==> config.mk <==
export PLATFORM = sky130hd
export DESIGN_NAME = stimulation_session_controller
export DESIGN_NICKNAME = d
export VERILOG_FILES = /design/src/sv/ssc_pkg.sv /design/src/sv/ssc_cfg_regs.sv /design/src/sv/ssc_step.sv /design/src/sv/stimulation_session_controller.sv
export SDC_FILE = /design/constraint.sdc
export NUM_CORES = 1
export LEC_CHECK = 0
export BUFFER_PORTS_ARGS = -buffer_cell sky130_fd_sc_hd__buf_2
export CAP_MARGIN = 10
export CORE_UTILIZATION = 44
export CTS_CLUSTER_SIZE = 28
export DETAILED_ROUTE_END_ITERATION = 7
export PLACE_DENSITY = 0.59
export SLEW_MARGIN = 0
export SYNTH_ARGS = -nofsm -noshare
export SYNTH_HDL_FRONTEND = slang
export SYNTH_HIERARCHICAL = 1
export SYNTH_SLANG_ARGS = --single-unit
==> constraint.sdc <==
create_clock -name clk -period 5.8 [get_ports clk]
set_input_delay 1.16 -clock clk [delete_from_list [all_inputs] [get_ports clk]]
set_output_delay 1.16 -clock clk [all_outputs]
set_load 0.01 [all_outputs]
==> src/sv/ssc_pkg.sv <==
// ---------------------------------------------------------------------------
// ssc_pkg
// types, codes and constants of the stimulation session controller
// ---------------------------------------------------------------------------
`default_nettype none

package ssc_pkg;

  localparam int CUR_W  = 16;  // current field width in microamps
  localparam int MIN_W  = 7;
  localparam int SEC_W  = 6;
  localparam int STEP_W = 12;
  localparam int EV_W   = 3;
  localparam int IDX_W  = 3;
  localparam int CFG_W  = 16;

  localparam logic [SEC_W-1:0]  SEC_LAST      = SEC_W'(59);
  localparam logic [MIN_W-1:0]  MINUTES_RESET = MIN_W'(18);
  localparam logic [CUR_W-1:0]  CURRENT_RESET = CUR_W'(1000);

  localparam logic [MIN_W-1:0]  MINUTES_MIN_RESET = MIN_W'(1);
  localparam logic [MIN_W-1:0]  MINUTES_MAX_RESET = MIN_W'(60);
  localparam logic [STEP_W-1:0] STEP_RESET        = STEP_W'(100);
  localparam logic [CUR_W-1:0]  CUR_MIN_RESET     = CUR_W'(100);
  localparam logic [CUR_W-1:0]  CUR_MAX_RESET     = CUR_W'(2000);
  localparam logic [CUR_W-1:0]  MARGIN_RESET      = CUR_W'(504);

  typedef enum logic [1:0] {
    RUN_IDLE    = 2'd0,
    RUN_ACTIVE  = 2'd1,
    RUN_STANDBY = 2'd2
  } run_mode_t;

  typedef enum logic [EV_W-1:0] {
    EV_START      = 3'd0,
    EV_START_LONG = 3'd1,
    EV_MIN_UP     = 3'd2,
    EV_MIN_DOWN   = 3'd3,
    EV_CUR_UP     = 3'd4,
    EV_CUR_DOWN   = 3'd5,
    EV_TICK       = 3'd6,
    EV_MEASURE    = 3'd7
  } event_t;

  typedef enum logic [2:0] {
    BEEP_NONE    = 3'd0,
    BEEP_OK      = 3'd1,
    BEEP_ERR     = 3'd2,
    BEEP_START   = 3'd3,
    BEEP_STOP    = 3'd4,
    BEEP_STANDBY = 3'd5,
    BEEP_WAKE    = 3'd6
  } beep_t;

  typedef enum logic [IDX_W-1:0] {
    CFG_MINUTES_MIN = 3'd0,
    CFG_MINUTES_MAX = 3'd1,
    CFG_CUR_STEP    = 3'd2,
    CFG_CUR_MIN     = 3'd3,
    CFG_CUR_MAX     = 3'd4,
    CFG_OC_MARGIN   = 3'd5
  } cfg_index_t;

  typedef struct packed {
    logic [MIN_W-1:0]  mins_lo;
    logic [MIN_W-1:0]  mins_hi;
    logic [STEP_W-1:0] cur_step;
    logic [CUR_W-1:0]  cur_lo;
    logic [CUR_W-1:0]  cur_hi;
    logic [CUR_W-1:0]  overcurrent_margin_ua;
  } cfg_t;

  typedef struct packed {
    run_mode_t         mode;
    logic [MIN_W-1:0]  minutes_set;
    logic [CUR_W-1:0]  current_set;
    logic [MIN_W-1:0]  minutes_left;
    logic [SEC_W-1:0]  seconds_left;
  } sess_state_t;

  // last member sits in the lowest bits
  typedef struct packed {
    logic              fault;
    beep_t             beep_code;
    logic              output_enable;
    logic [SEC_W-1:0]  seconds_left;
    logic [MIN_W-1:0]  minutes_left;
    logic [CUR_W-1:0]  current_setpoint_ua;
    logic [MIN_W-1:0]  minutes_setpoint;
    run_mode_t         run_state;
  } result_t;

  localparam int RES_W = $bits(result_t);
  localparam int OUT_W = ((RES_W + 7) / 8) * 8;

endpackage

`default_nettype wire

==> src/sv/ssc_cfg_regs.sv <==
// ---------------------------------------------------------------------------
// ssc_cfg_regs
// limit and step registers written through the plain write port
// ---------------------------------------------------------------------------
`default_nettype none

module ssc_cfg_regs import ssc_pkg::*; (
  input  wire logic             clk,
  input  wire logic             rst,
  input  wire logic             cfg_we,
  input  wire logic [IDX_W-1:0] cfg_index,
  input  wire logic [CFG_W-1:0] cfg_data,
  output cfg_t                  cfg
);

  always_ff @(posedge clk) begin
    if (rst) begin
      cfg.mins_lo               <= MINUTES_MIN_RESET;
      cfg.mins_hi               <= MINUTES_MAX_RESET;
      cfg.cur_step              <= STEP_RESET;
      cfg.cur_lo                <= CUR_MIN_RESET;
      cfg.cur_hi                <= CUR_MAX_RESET;
      cfg.overcurrent_margin_ua <= MARGIN_RESET;
    end else if (cfg_we) begin
      case (cfg_index)
        CFG_MINUTES_MIN: cfg.mins_lo               <= cfg_data[MIN_W-1:0];
        CFG_MINUTES_MAX: cfg.mins_hi               <= cfg_data[MIN_W-1:0];
        CFG_CUR_STEP:    cfg.cur_step              <= cfg_data[STEP_W-1:0];
        CFG_CUR_MIN:     cfg.cur_lo                <= cfg_data[CUR_W-1:0];
        CFG_CUR_MAX:     cfg.cur_hi                <= cfg_data[CUR_W-1:0];
        CFG_OC_MARGIN:   cfg.overcurrent_margin_ua <= cfg_data[CUR_W-1:0];
        default: begin
        end
      endcase
    end
  end

endmodule

`default_nettype wire

==> src/sv/ssc_step.sv <==
// ---------------------------------------------------------------------------
// ssc_step
// next session state, beep code and fault flag for one event
// ---------------------------------------------------------------------------
`default_nettype none

module ssc_step import ssc_pkg::*; (
  input  wire event_t           ev,
  input  wire logic [CUR_W-1:0] measured_ua,
  input  wire sess_state_t      st,
  input  wire cfg_t             cfg,
  output sess_state_t           st_next,
  output beep_t                 beep,
  output logic                  fault
);

  logic              is_idle;
  logic              is_active;
  logic [CUR_W:0]    step_ext;
  logic [CUR_W:0]    cur_sum;
  logic [CUR_W:0]    cur_diff;
  logic              cur_up_ok;
  logic              cur_down_ok;
  logic [CUR_W:0]    meas_diff;
  logic              overcurrent;
  logic              time_nonzero;
  logic [MIN_W-1:0]  tick_min;
  logic [SEC_W-1:0]  tick_sec;
  logic              tick_at_zero;
  run_mode_t         mode_next;

  assign is_idle   = (st.mode == RUN_IDLE);
  assign is_active = (st.mode == RUN_ACTIVE);

  assign step_ext    = {{(CUR_W + 1 - STEP_W){1'b0}}, cfg.cur_step};
  assign cur_sum     = {1'b0, st.current_set} + step_ext;
  assign cur_up_ok   = (cur_sum <= {1'b0, cfg.cur_hi});
  // borrow out means the step went below zero
  assign cur_diff    = {1'b0, st.current_set} - step_ext;
  assign cur_down_ok = !cur_diff[CUR_W] && (cur_diff[CUR_W-1:0] >= cfg.cur_lo);

  // measured below set never exceeds a non-negative margin
  assign meas_diff   = {1'b0, measured_ua} - {1'b0, st.current_set};
  assign overcurrent = !meas_diff[CUR_W] &&
                       (meas_diff[CUR_W-1:0] > cfg.overcurrent_margin_ua);

  assign time_nonzero = (st.minutes_left != '0) || (st.seconds_left != '0);

  always_comb begin
    tick_min = st.minutes_left;
    tick_sec = st.seconds_left;
    if (time_nonzero) begin
      if (st.seconds_left == '0) begin
        tick_sec = SEC_LAST;
        tick_min = st.minutes_left - MIN_W'(1);
      end else begin
        tick_sec = st.seconds_left - SEC_W'(1);
      end
    end
  end

  assign tick_at_zero = (tick_min == '0) && (tick_sec == '0);

  // next mode
  always_comb begin
    mode_next = st.mode;
    case (ev)
      EV_START: begin
        if (is_idle) begin
          mode_next = RUN_ACTIVE;
        end else if (is_active) begin
          mode_next = RUN_IDLE;
        end
      end
      EV_START_LONG: begin
        mode_next = (st.mode == RUN_STANDBY) ? RUN_IDLE : RUN_STANDBY;
      end
      EV_TICK: begin
        if (is_active && tick_at_zero) begin
          mode_next = RUN_IDLE;
        end
      end
      EV_MEASURE: begin
        if (is_active && overcurrent) begin
          mode_next = RUN_IDLE;
        end
      end
      default: begin
      end
    endcase
  end

  // setpoints, countdown, beep and fault
  always_comb begin
    st_next.mode         = mode_next;
    st_next.minutes_set  = st.minutes_set;
    st_next.current_set  = st.current_set;
    st_next.minutes_left = st.minutes_left;
    st_next.seconds_left = st.seconds_left;
    beep  = BEEP_NONE;
    fault = 1'b0;
    case (ev)
      EV_START: begin
        if (is_idle) begin
          beep                 = BEEP_START;
          st_next.minutes_left = st.minutes_set;
          st_next.seconds_left = '0;
        end else if (is_active) begin
          beep = BEEP_STOP;
        end
      end
      EV_START_LONG: begin
        beep = (st.mode == RUN_STANDBY) ? BEEP_WAKE : BEEP_STANDBY;
      end
      EV_MIN_UP: begin
        if (is_idle) begin
          if (st.minutes_set < cfg.mins_hi) begin
            st_next.minutes_set = st.minutes_set + MIN_W'(1);
            beep                = BEEP_OK;
          end else begin
            beep = BEEP_ERR;
          end
        end
      end
      EV_MIN_DOWN: begin
        if (is_idle) begin
          if (st.minutes_set > cfg.mins_lo) begin
            st_next.minutes_set = st.minutes_set - MIN_W'(1);
            beep                = BEEP_OK;
          end else begin
            beep = BEEP_ERR;
          end
        end
      end
      EV_CUR_UP: begin
        if (is_idle) begin
          if (cur_up_ok) begin
            st_next.current_set = cur_sum[CUR_W-1:0];
            beep                = BEEP_OK;
          end else begin
            beep = BEEP_ERR;
          end
        end
      end
      EV_CUR_DOWN: begin
        if (is_idle) begin
          if (cur_down_ok) begin
            st_next.current_set = cur_diff[CUR_W-1:0];
            beep                = BEEP_OK;
          end else begin
            beep = BEEP_ERR;
          end
        end
      end
      EV_TICK: begin
        if (is_active) begin
          st_next.minutes_left = tick_min;
          st_next.seconds_left = tick_sec;
          if (tick_at_zero) begin
            beep = BEEP_STOP;
          end
        end
      end
      EV_MEASURE: begin
        if (is_active && overcurrent) begin
          beep  = BEEP_STOP;
          fault = 1'b1;
        end
      end
      default: begin
      end
    endcase
  end

endmodule

`default_nettype wire

==> src/sv/stimulation_session_controller.sv <==
// ---------------------------------------------------------------------------
// stimulation_session_controller
// session mode, setpoints and countdown driven by key, tick and measure events
// ---------------------------------------------------------------------------
// Takes one event per clock while s_tready is high and returns exactly one
// status word per event. An accepted event lands in an input register; once
// the output register is free, its state update (mode, setpoints, countdown)
// is applied and its status word is loaded into the output register in the
// same cycle, so a new event can follow every cycle while m_tready stays
// high. While a finished word waits on m_tready the input register can take
// one more event, after which s_tready stays low until the word is taken.
// Config writes are meant for idle periods only.
`default_nettype none

module stimulation_session_controller import ssc_pkg::*; (
  input  wire logic             clk,
  input  wire logic             rst,
  // config write port
  input  wire logic             cfg_we,
  input  wire logic [IDX_W-1:0] cfg_index,
  input  wire logic [CFG_W-1:0] cfg_data,
  // event stream
  input  wire logic             s_tvalid,
  output logic                  s_tready,
  input  wire logic [CUR_W-1:0] s_tdata,   // measured_ua[15:0]
  input  wire logic [EV_W-1:0]  s_tuser,   // event[2:0]
  // status stream
  output logic                  m_tvalid,
  input  wire logic             m_tready,
  // run_state[1:0], minutes_setpoint[8:2], current_setpoint_ua[24:9],
  // minutes_left[31:25], seconds_left[37:32], output_enable[38],
  // beep_code[41:39], fault[42], zero fill[47:43]
  output logic [OUT_W-1:0]      m_tdata
);

  cfg_t              cfg;
  logic              in_valid;
  event_t            in_ev;
  logic [CUR_W-1:0]  in_meas;
  logic              out_free;
  logic              advance;
  sess_state_t       st;
  sess_state_t       st_next;
  beep_t             beep;
  logic              fault;
  result_t           res;

  ssc_cfg_regs u_cfg (
    .clk       (clk),
    .rst       (rst),
    .cfg_we    (cfg_we),
    .cfg_index (cfg_index),
    .cfg_data  (cfg_data),
    .cfg       (cfg)
  );

  assign out_free = !m_tvalid || m_tready;
  assign s_tready = !in_valid || out_free;
  assign advance  = in_valid && out_free;

  always_ff @(posedge clk) begin
    if (rst) begin
      in_valid <= 1'b0;
    end else if (s_tready) begin
      in_valid <= s_tvalid;
    end
  end

  always_ff @(posedge clk) begin
    if (s_tready && s_tvalid) begin
      in_ev   <= event_t'(s_tuser);
      in_meas <= s_tdata;
    end
  end

  ssc_step u_step (
    .ev          (in_ev),
    .measured_ua (in_meas),
    .st          (st),
    .cfg         (cfg),
    .st_next     (st_next),
    .beep        (beep),
    .fault       (fault)
  );

  always_ff @(posedge clk) begin
    if (rst) begin
      st.mode         <= RUN_IDLE;
      st.minutes_set  <= MINUTES_RESET;
      st.current_set  <= CURRENT_RESET;
      st.minutes_left <= '0;
      st.seconds_left <= '0;
    end else if (advance) begin
      st <= st_next;
    end
  end

  always_ff @(posedge clk) begin
    if (rst) begin
      m_tvalid <= 1'b0;
    end else if (out_free) begin
      m_tvalid <= in_valid;
    end
  end

  always_ff @(posedge clk) begin
    if (advance) begin
      res.run_state           <= st_next.mode;
      res.minutes_setpoint    <= st_next.minutes_set;
      res.current_setpoint_ua <= st_next.current_set;
      res.minutes_left        <= st_next.minutes_left;
      res.seconds_left        <= st_next.seconds_left;
      res.output_enable       <= (st_next.mode == RUN_ACTIVE);
      res.beep_code           <= beep;
      res.fault               <= fault;
    end
  end

  assign m_tdata = {{(OUT_W - RES_W){1'b0}}, res};

endmodule

`default_nettype wire

==> results_dict.tcl, run 1 <==
set metrics [dict create \
    status "complete, no violations" \
    fmax_mhz 192 \
    clockRootBuffer "clkbuf_16" \
    n_fill_cell 2517 \
    synth_fa_ha_area_frac 0.123 \
    core_area_sq_um 26000 \
    synth_simple_gate_area_frac 0.195 \
    cts_sinks 176 \
    fin_tns_setup_ns 0 \
    wirelength_um 29700 \
    yosysTopAreaCellShare 0.196 \
    slew_headroom 0.266 \
    route.detailed.drc 0 \
    peakVddDrop_mv 0.143 \
    yosys.area.top_type "dfxtp_1" \
    rsz0062_at_grt "no" \
    syn_to_final_growth_pct 10.2 \
    track_usage 0.227 \
    yosysSeqAreaShare 0.357 \
    route.vias.total 9014 \
    cts_buffers 17 \
    reg2reg_from "st[14]" \
    arrival_ns 5.39 \
    drt_first_pass_iters 5 \
    wl_per_cell_um 18.0 \
    synth_cell_types 90 \
    initial_core_util 0.447 \
    place.gp.congestion 0.922 \
    crit_fanout 6 \
    max_stage_delay_ns 0.74 \
    max_cap_violations 0 \
    synth_top_family_by_area "simple AND/OR/NAND/NOR gates" \
    grt_pass1_vias 8637 \
    rows 59 \
    io_buffers 87 \
    syn_area_per_cell_sq_um 9.29 \
    p_per_area_nw_per_um2 237 \
    hold_depth 2 \
    grt_pass1_wl_um 46600 \
    grt_overflow_total 0 \
    seqCellArea_sq_um 4140 \
    synth_seq_cells 176 \
    min_path_type "flip-flop to flip-flop" \
    layout-drive-gt1-share 0.117 \
    cpMostUsedCell "nor2b_1" \
    crit_type "flip-flop to flip-flop" \
    cts_tree "done" \
    leakage_nw 5.42 \
    hold_violations 0 \
    ys.flop_type "dfxtp_1" \
    startpoint_type "flip-flop" \
    worst_r2r_path_depth 18 \
    hold_ws_ns 0.479 \
    syn_area_sq_um 11600 \
    crit_chain "inv_1 > ha_1 > nor2b_1 > o21ai_0 > a21boi_0 > o21ai_0 > a21boi_0 > o311ai_0 > a2111o_1 > nand3_1 > ha_1 > nand4_1 > nor4_1 > a2111oi_0 > o311a_1 > a41oi_1 > nor2b_1 > nor2b_1" \
    clockBufferDepth 2 \
    antenna_found_initial 0 \
    layout.nets 1463 \
    multi_input_area_sq_um 6720 \
    synthTopCellsByArea "dfxtp_1 (20%), edfxtp_1 (16%), ha_1 (12%), mux2i_1 (9.9%), nand2b_1 (7.5%)" \
    slew_viol_final 0 \
    critPathTopFamily "compound AO/OA/AOI/OAI gates" \
    worst_pin_slew_ns 1.10 \
    cts_hold_buf 0 \
    post_cts_resized 0 \
    ant_nets 0 \
    cts_setup_buffers 0 \
    min-delay-start "u_cfg/cfg[69]" \
    critPathBufInv 1 \
    insertion_delay_ns 0.44 \
    critical_path_required_ns 5.99 \
    vias_per_cell 5.44 \
    clkTransAtPathRegs_ns 0.07 \
    synth-edff-count 62 \
    dieArea_sq_um 27100 \
    htree_levels 4 \
    die_w_um 164 \
    grt_max_degree 110 \
    synth_compound_area_frac 0.125 \
    cp_slowest_cell "o311ai_0" \
    muxShareOfSynthArea 0.0991 \
    async_flop_share 0 \
    setup.worst_path.end_class "flip-flop" \
    fin_crit_ns 5.20 \
    finClkSkew_ns 0.0119 \
    num_io_pins 93 \
    setup_viol 0 \
    drtIter0Drc 726 \
    min_period_over_period 0.897 \
    ys_warn_count 6 \
    fp.dieH_um 164 \
    hpwl_um 22800 \
    diodes 0 \
    crit_start "st[14]" \
    synth_cells 1250 \
    synthXorXnorAreaFrac 0.0339 \
    worst-path-stages 18 \
]
## registers in the layout, summed over array words and instances (netlist names)
| name | flops |
|---|---|
| m_tvalid | 1 |
| st | 38 |
| m_tdata | 43 |
| in_valid | 1 |
| u_cfg/cfg | 74 |
| in_ev | 3 |
| in_meas | 16 |
## stage by stage
stage                     cell area [sq um]  setup WS, ns  power, mW   util  cells
final                                 12800         0.597       3.03  0.493   1656
after CTS                             12800         0.715       3.06  0.493   1656
after detailed placement              12200         0.735       1.91  0.471   1624
after floorplan                       11600          1.68       1.76      -   1254
after global routing                  12800         0.288       3.16  0.493   1656
after global placement                12200         0.877       1.91  0.471   1624
## synth_stat cells, types with 4 or more instances
library cell	n
a211oi_1	8
a21o_1	6
a21oi_1	44
a221o_1	12
a31oi_1	7
and4_1	5
buf_2	18
buf_4	10
clkbuf_1	25
dfxtp_1	114
edfxtp_1	62
ha_1	109
inv_1	119
mux2i_1	115
nand2_1	38
nand2b_1	140
nand3_1	19
nand4_1	12
nand4b_1	4
nor2_1	116
nor2b_1	12
nor3_1	23
nor4_1	4
o211ai_1	6
o21a_1	15
o21ai_0	46
o21bai_1	4
o221ai_1	4
o311ai_0	4
or2_2	9
xnor2_1	32
xor2_1	13
## where the power goes
part           internal [mW]  switching, mW  leakage, nW  total (mW)
logic                  0.224          0.320         3.63       0.544
clock network          0.572          0.571        0.276        1.14
registers               1.32         0.0265         1.52        1.35
total                   2.12          0.917         5.42        3.03
## path summary, 6_finish.rpt
path / endpoint / slack [ns]
worst max-delay path: m_tdata[38] / 0.60
worst min-delay path: u_cfg/cfg[69] / 0.48
worst max register to register: m_tdata[38] / 0.60
worst min register to register: u_cfg/cfg[69] / 0.48
## tightest hold or removal path, cell delays in order (launching register included)
cell and delay, ns:
dfxtp_1 0.32, nand2b_1 0.06, mux2i_1 0.06
## cell families after synthesis
| family | Yosys count |
|---|---|
| fa+ha+maj | 112 |
| compound gates | 206 |
| other cells | 1 |
| mux | 115 |
| buf+inv | 180 |
| flops | 176 |
| xor+xnor | 45 |
| simple gates | 415 |
## metal layers
| layer | up-vias | track usage | share of wire |
|---|---|---|---|
| met1 | 4289 | 0.278 | 0.45 |
| met4 | 0 | 0.0796 | 0.026 |
| met5 | - | 0 | 0 |
| li1 | 4475 | - | - |
| met3 | 45 | 0.0299 | 0.031 |
| met2 | 205 | 0.405 | 0.49 |
## layout make-up
| cell class | instances | area share |
|---|---|---|
| Clock inverter | 15 | 0.0119 |
| Tap cell | 335 | 0.0327 |
| Multi-Input combinational cell | 898 | 0.525 |
| Timing Repair Buffer | 93 | 0.0377 |
| Inverter | 122 | 0.0358 |
| Sequential cell | 176 | 0.324 |
| Clock buffer | 17 | 0.0332 |
## cells in the final DEF, fill, tap and decap left out, types with 5 or more instances in the layout
cell       instances
conb_1             5
xnor2_1           32
a21oi_1           43
mux2i_1          115
dfxtp_1          114
nor2_1           116
nand2_1           38
xor2_1            13
a221o_1           12
or2_2              9
nor2b_1           11
nor3_1            23
edfxtp_1          62
o21a_1            15
buf_4              7
o211ai_1           6
ha_1             109
o21ai_0           46
nand3_1           19
a211oi_1           8
clkbuf_16         17
a31oi_1            7
nand2b_1         140
a21o_1             6
buf_2             86
and4_1             5
inv_1            119
nand4_1           12
Note: power is estimated with default switching activity, not from simulation.
==> inputs of run 2 (changes only) <==
==> constraint.sdc (replaced) <==
create_clock -name clk -period 6.8 [get_ports clk]
set_input_delay 1.36 -clock clk [delete_from_list [all_inputs] [get_ports clk]]
set_output_delay 1.36 -clock clk [all_outputs]
set_load 0.01 [all_outputs]
==> run 2 against run 1 <==
Die area stayed put. Combinational power is 15% lower. Critical path depth is 1 higher. Count of clock-buffer cells in the layout is 1 higher. Fmax is 2.7% higher. Core utilization is 0.091 points higher. Largest cell class unchanged. Via count is 0.73% lower. Global-route usage is 0.22 points higher. Clock power is 11% lower. Register-to-register slack better by 1.1 ns. Setup slack better by 1.1 ns.
==> results_dict.tcl, run 2 (same netlist as run 1, synthesis figures left out) <==
set metrics [dict create \
    layout_common_cells "nand2b_1 (140), inv_1 (119), nor2_1 (116), mux2i_1 (115), dfxtp_1 (114)" \
    min_period_over_period 0.745 \
    layout_commonest_cell "nand2b_1" \
    place.gp.congestion 0.900 \
    cts_hold_buf 0 \
    grt_pass1_wl_um 46500 \
    min_path_type "flip-flop to flip-flop" \
    leakage_nw 5.44 \
    crit_type "flip-flop to flip-flop" \
    setup.worst_path.end_class "flip-flop" \
    cts_sinks 176 \
    dieArea_sq_um 27100 \
    io_buffers 87 \
    grt_overflow_total 0 \
    drt_first_pass_iters 5 \
    placed_cell_area_sq_um 12200 \
    vias_per_cell 5.40 \
    p_sw_frac 0.304 \
    fmax_mhz 197 \
    htree_levels 4 \
    slew_viol_final 0 \
    status "complete, no violations" \
    route.vias.total 8948 \
    antenna_found_initial 1 \
    fp.dieH_um 164 \
    dp_slack_ns 1.81 \
    power_frac_seq 0.438 \
    cp_slowest_cell "dfxtp_1" \
    wirelength_um 29800 \
    diodes 0 \
    layout-drive-gt1-share 0.117 \
    intPower_mw 1.82 \
    drtIter0Drc 637 \
    max_cap_violations 0 \
    largest-register "u_cfg/cfg" \
    track_usage 0.229 \
    slew_headroom 0.255 \
    maxUsedRoutingLayer "met5" \
    wl_met2_um 14600 \
    hpwl_um 22800 \
    ant_nets 0 \
    rsz0062_at_grt "no" \
    peakVddDrop_mv 0.144 \
    setup_viol 0 \
    wl_met1_um 13100 \
    wl_per_cell_um 18.0 \
    seqCellArea_sq_um 4140 \
    rows 59 \
    grt_pass1_vias 8607 \
    num_io_pins 93 \
    n_fill_cell 2471 \
    pwr-share-clk 0.386 \
    clkTransAtPathRegs_ns 0.07 \
    p_sw_mw 0.796 \
    core_area_sq_um 26000 \
    cts_tree "done" \
    multi_input_area_sq_um 6720 \
    grt_max_degree 103 \
    syn_to_final_growth_pct 10.4 \
    combPwrFrac 0.176 \
    largest_reg_flops 74 \
    design_area_sq_um 12800 \
    cts_buffers 17 \
    met3_length_um 1110 \
    crit_chain "inv_1 > fa_1 > nor2_1 > o311a_1 > o221ai_2 > o31ai_2 > a221oi_4 > nor3_1 > xnor2_1 > ha_1 > o21ai_0 > a21oi_1 > a2111oi_2 > o21ai_1 > o21ba_4 > nor2_2 > a211o_1 > nand2b_1 > mux2i_1" \
    die_w_um 164 \
    startpoint_type "flip-flop" \
    hold_violations 0 \
    post_cts_resized 0 \
    layout.nets 1463 \
    layout_setup_ws_ns 1.73 \
    worst_pin_slew_ns 1.12 \
    clockRootBuffer "clkbuf_16" \
    max_stage_delay_ns 0.48 \
    fin_tns_setup_ns 0 \
    crit_fanout 20 \
    route.detailed.drc 0 \
    finClkSkew_ns 0.0142 \
    cts_setup_buffers 0 \
    clockBufferDepth 2 \
    fin_crit_ns 5.07 \
    arrival_ns 5.36 \
    initial_core_util 0.447 \
    critical_path_required_ns 7.09 \
    p_per_area_nw_per_um2 204 \
    insertion_delay_ns 0.44 \
]
-- run 2: cell types whose count changed in the layout (fill, tap and decap cells not counted) --
cell        delta
clkbuf_8       +1
clkinvlp_4     -3
clkinv_8       +1
inv_6          +2
clkinv_2       -2
clkinv_4       +1
-- run 2: final cells by class --
type,instances,area share
Inverter,122,0.0357
Clock inverter,14,0.0127
Multi-Input combinational cell,898,0.524
Sequential cell,176,0.323
Tap cell,335,0.0327
Clock buffer,18,0.0342
Timing Repair Buffer,93,0.0376
-- run 2: path summary, 6_finish.rpt --
kind | startpoint | to | slack [ns] | cells after the start
setup reg to reg | st[14] | st[27] | 1.73 | 19
setup / recovery | st[14] | st[27] | 1.73 | 19
hold / removal | u_cfg/cfg[21] | u_cfg/cfg[21] | 0.47 | 2
hold reg to reg | u_cfg/cfg[21] | u_cfg/cfg[21] | 0.47 | 2
-- run 2: critical path: cells and delay by family, from the launching register on --
family	cells	cell delay (ns)
adders and majority gates	2	0.74
and+or+nand+nor	4	0.79
buffers and inverters	1	0.19
DFF	1	0.48
xor gates and xnor gates	1	0.20
AOI/OAI and AO/OA	10	2.45
muxes	1	0.07
-- run 2: metrics by stage --
stage,hold slack (ns),power [mW],utilization,instances
finish,0.474,2.62,0.494,1656
global route,0.493,2.73,0.494,1656
CTS,0.480,2.64,0.494,1656
detailed placement,0.468,1.63,0.471,1624
global placement,0.462,1.63,0.471,1624
floorplan,0.445,1.50,-,1254
-- run 2: power by group through the flow --
stage          sequential, mW  clock [mW]  combinational, mW
2_1_floorplan            1.17           0              0.331
3_3_place_gp             1.17           0              0.455
3_5_place_dp             1.17           0              0.457
4_1_cts                  1.15        1.04              0.460
5_1_grt                  1.15        1.07              0.512
6_report                 1.15        1.01              0.460
-- run 2: layer usage --
layer  up-vias  track usage
li1       4477            -
met1      4215        0.276
met2       199        0.398
met3        55       0.0445
met4         2       0.0938
met5         -            0
==> inputs of run 3 (changes only) <==
==> constraint.sdc (replaced) <==
create_clock -name clk -period 4.89 [get_ports clk]
set_input_delay 0.978 -clock clk [delete_from_list [all_inputs] [get_ports clk]]
set_output_delay 0.978 -clock clk [all_outputs]
set_load 0.01 [all_outputs]
==> run 3 against run 2 <==
Power up 42%. Largest cell class unchanged. Global-route usage about the same. Highest routed layer is now met4. Flip-flop and latch count unchanged. Via count increased by 0.68%. Largest power group unchanged.
==> results_dict.tcl, run 3 (same netlist as run 1, synthesis figures left out) <==
set metrics [dict create \
    clockBufferDepth 2 \
    fin_crit_ns 4.65 \
    reg2reg_setup_slack_ns 0.24 \
    max_cap_violations 0 \
    layout_common_cells "nand2b_1 (140), inv_1 (119), mux2i_1 (115), nor2_1 (115), dfxtp_1 (113)" \
    peakVddDrop_mv 0.158 \
    layout_commonest_cell "nand2b_1" \
    rows 59 \
    critical_path_required_ns 5.20 \
    slew_viol_final 0 \
    htree_levels 4 \
    hold_violations 0 \
    slew_headroom 0.406 \
    dp.cells 1659 \
    grt_pass1_vias 8652 \
    cts_sinks 176 \
    route.vias.total 9009 \
    fin_tns_setup_ns 0 \
    drt_first_pass_iters 5 \
    dieArea_sq_um 27100 \
    die_w_um 164 \
    min-delay-start "u_cfg/cfg[18]" \
    setup.worst_path.end_class "flip-flop" \
    timing.rr.end "st[20]" \
    cts_buffers 17 \
    n_fill_cell 2440 \
    antenna_found_initial 0 \
    design_area_sq_um 13200 \
    crit_fanout 9 \
    rsz0062_at_grt "yes" \
    startpoint_type "flip-flop" \
    largest-register "u_cfg/cfg" \
    cts_hold_buf 0 \
    route.detailed.drc 0 \
    reg2reg_from "u_cfg/cfg[50]" \
    fmax_mhz 215 \
    largest_reg_flops 74 \
    finalPower_mw 3.71 \
    ant_nets 0 \
    num_io_pins 93 \
    grt_pass1_wl_um 46800 \
    io_buffers 87 \
    place.gp.congestion 0.946 \
    clockRootBuffer "clkbuf_16" \
    worst_r2r_path_depth 21 \
    drtIter0Drc 689 \
    grt_overflow_total 0 \
    clkTransAtPathRegs_ns 0.07 \
    syn_to_final_growth_pct 13.6 \
    finClkSkew_ns 0.0148 \
    track_usage 0.229 \
    layout.nets 1499 \
    fp.dieH_um 164 \
    fin_cells 1692 \
    whs_endpoint "u_cfg/cfg[18]" \
    arrival_ns 4.96 \
    diodes 0 \
    hpwl_um 23100 \
    insertion_delay_ns 0.44 \
    crit_type "flip-flop to flip-flop" \
    initial_core_util 0.447 \
    fin_util 0.508 \
    wl_per_cell_um 17.7 \
    placed_cell_area_sq_um 12500 \
    status "complete, no violations" \
    hold_depth 2 \
    layout-drive-gt1-share 0.147 \
    wirelength_um 29900 \
    worst_pin_slew_ns 0.890 \
    grt_max_degree 106 \
    cts_tree "done" \
    setup_viol 0 \
    min_period_over_period 0.951 \
    vias_per_cell 5.32 \
    p_per_area_nw_per_um2 281 \
    leakage_nw 5.65 \
    min_path_type "flip-flop to flip-flop" \
    core_area_sq_um 26000 \
]
==> run 3: area by class of cell <==
class | count | area [sq um] | area share
Multi-Input combinational cell | 898 | 6790 | 0.514
Clock inverter | 14 | 166 | 0.0126
Tap cell | 335 | 419 | 0.0318
Clock buffer | 18 | 439 | 0.0333
Sequential cell | 176 | 4150 | 0.314
Timing Repair Buffer | 129 | 778 | 0.0590
Inverter | 122 | 458 | 0.0347
==> run 3: metrics by stage <==
step                      hold WS [ns]  setup WS, ns
after floorplan                  0.445         0.766
after global placement           0.462        0.0920
after CTS                        0.476        0.0152
final                            0.474         0.240
after global routing             0.493       -0.0477
after detailed placement         0.463        0.0633
==> run 3: worst max-delay path by stage <==
stage / startpoint / end / slack, ns / cells past startpoint
2_1_floorplan: st[14] / m_tdata[10] / 0.77 / 18
3_3_place_gp: st[13] / st[22] / 0.09 / 21
3_5_place_dp: st[14] / m_tdata[38] / 0.06 / 20
4_1_cts: st[14] / m_tdata[38] / 0.02 / 20
5_1_grt: u_cfg/cfg[50] / st[20] / -0.05 / 21
6_report: u_cfg/cfg[50] / st[20] / 0.24 / 21
==> run 3: critical path, stage by stage, from the launching register on <==
cell and delay (ns):
dfxtp_1 0.37, inv_1 0.06, ha_1 0.35, buf_4 0.18, a221oi_1 0.35, o211ai_1 0.21
o41a_1 0.41, nand2b_1 0.10, a21oi_1 0.10, xnor2_2 0.24, ha_1 0.28, nand2_1 0.08
a2bb2oi_1 0.18, a21oi_1 0.12, a2111oi_4 0.35, o21ai_1 0.15, o21ba_4 0.29, buf_4 0.17
nor3_1 0.06, a221o_1 0.30, nor2_1 0.12, mux2i_1 0.08
==> run 3: repair_timing <==
item | 4_1_cts | 5_1_grt
buffers inserted | 0 | 1
resized for setup | 0 | 15
endpoints found under the setup margin | 0 | 38
==> run 3: where the power goes <==
group	switching (mW)	internal [mW]	leakage, nW	total (mW)
clock	0.679	0.746	0.300	1.43
sequential	0.0292	1.56	1.52	1.59
combinational	0.397	0.292	3.84	0.689
total	1.11	2.60	5.65	3.71
==> run 3: layer usage <==
| metal | vias up | part of all wire | track usage |
|---|---|---|---|
| met3 | 44 | 0.034 | 0.0304 |
| met2 | 178 | 0.50 | 0.415 |
| met4 | 0 | 0.026 | 0.0834 |
| met5 | - | 0 | 0 |
| met1 | 4235 | 0.43 | 0.275 |
| li1 | 4552 | - | - |
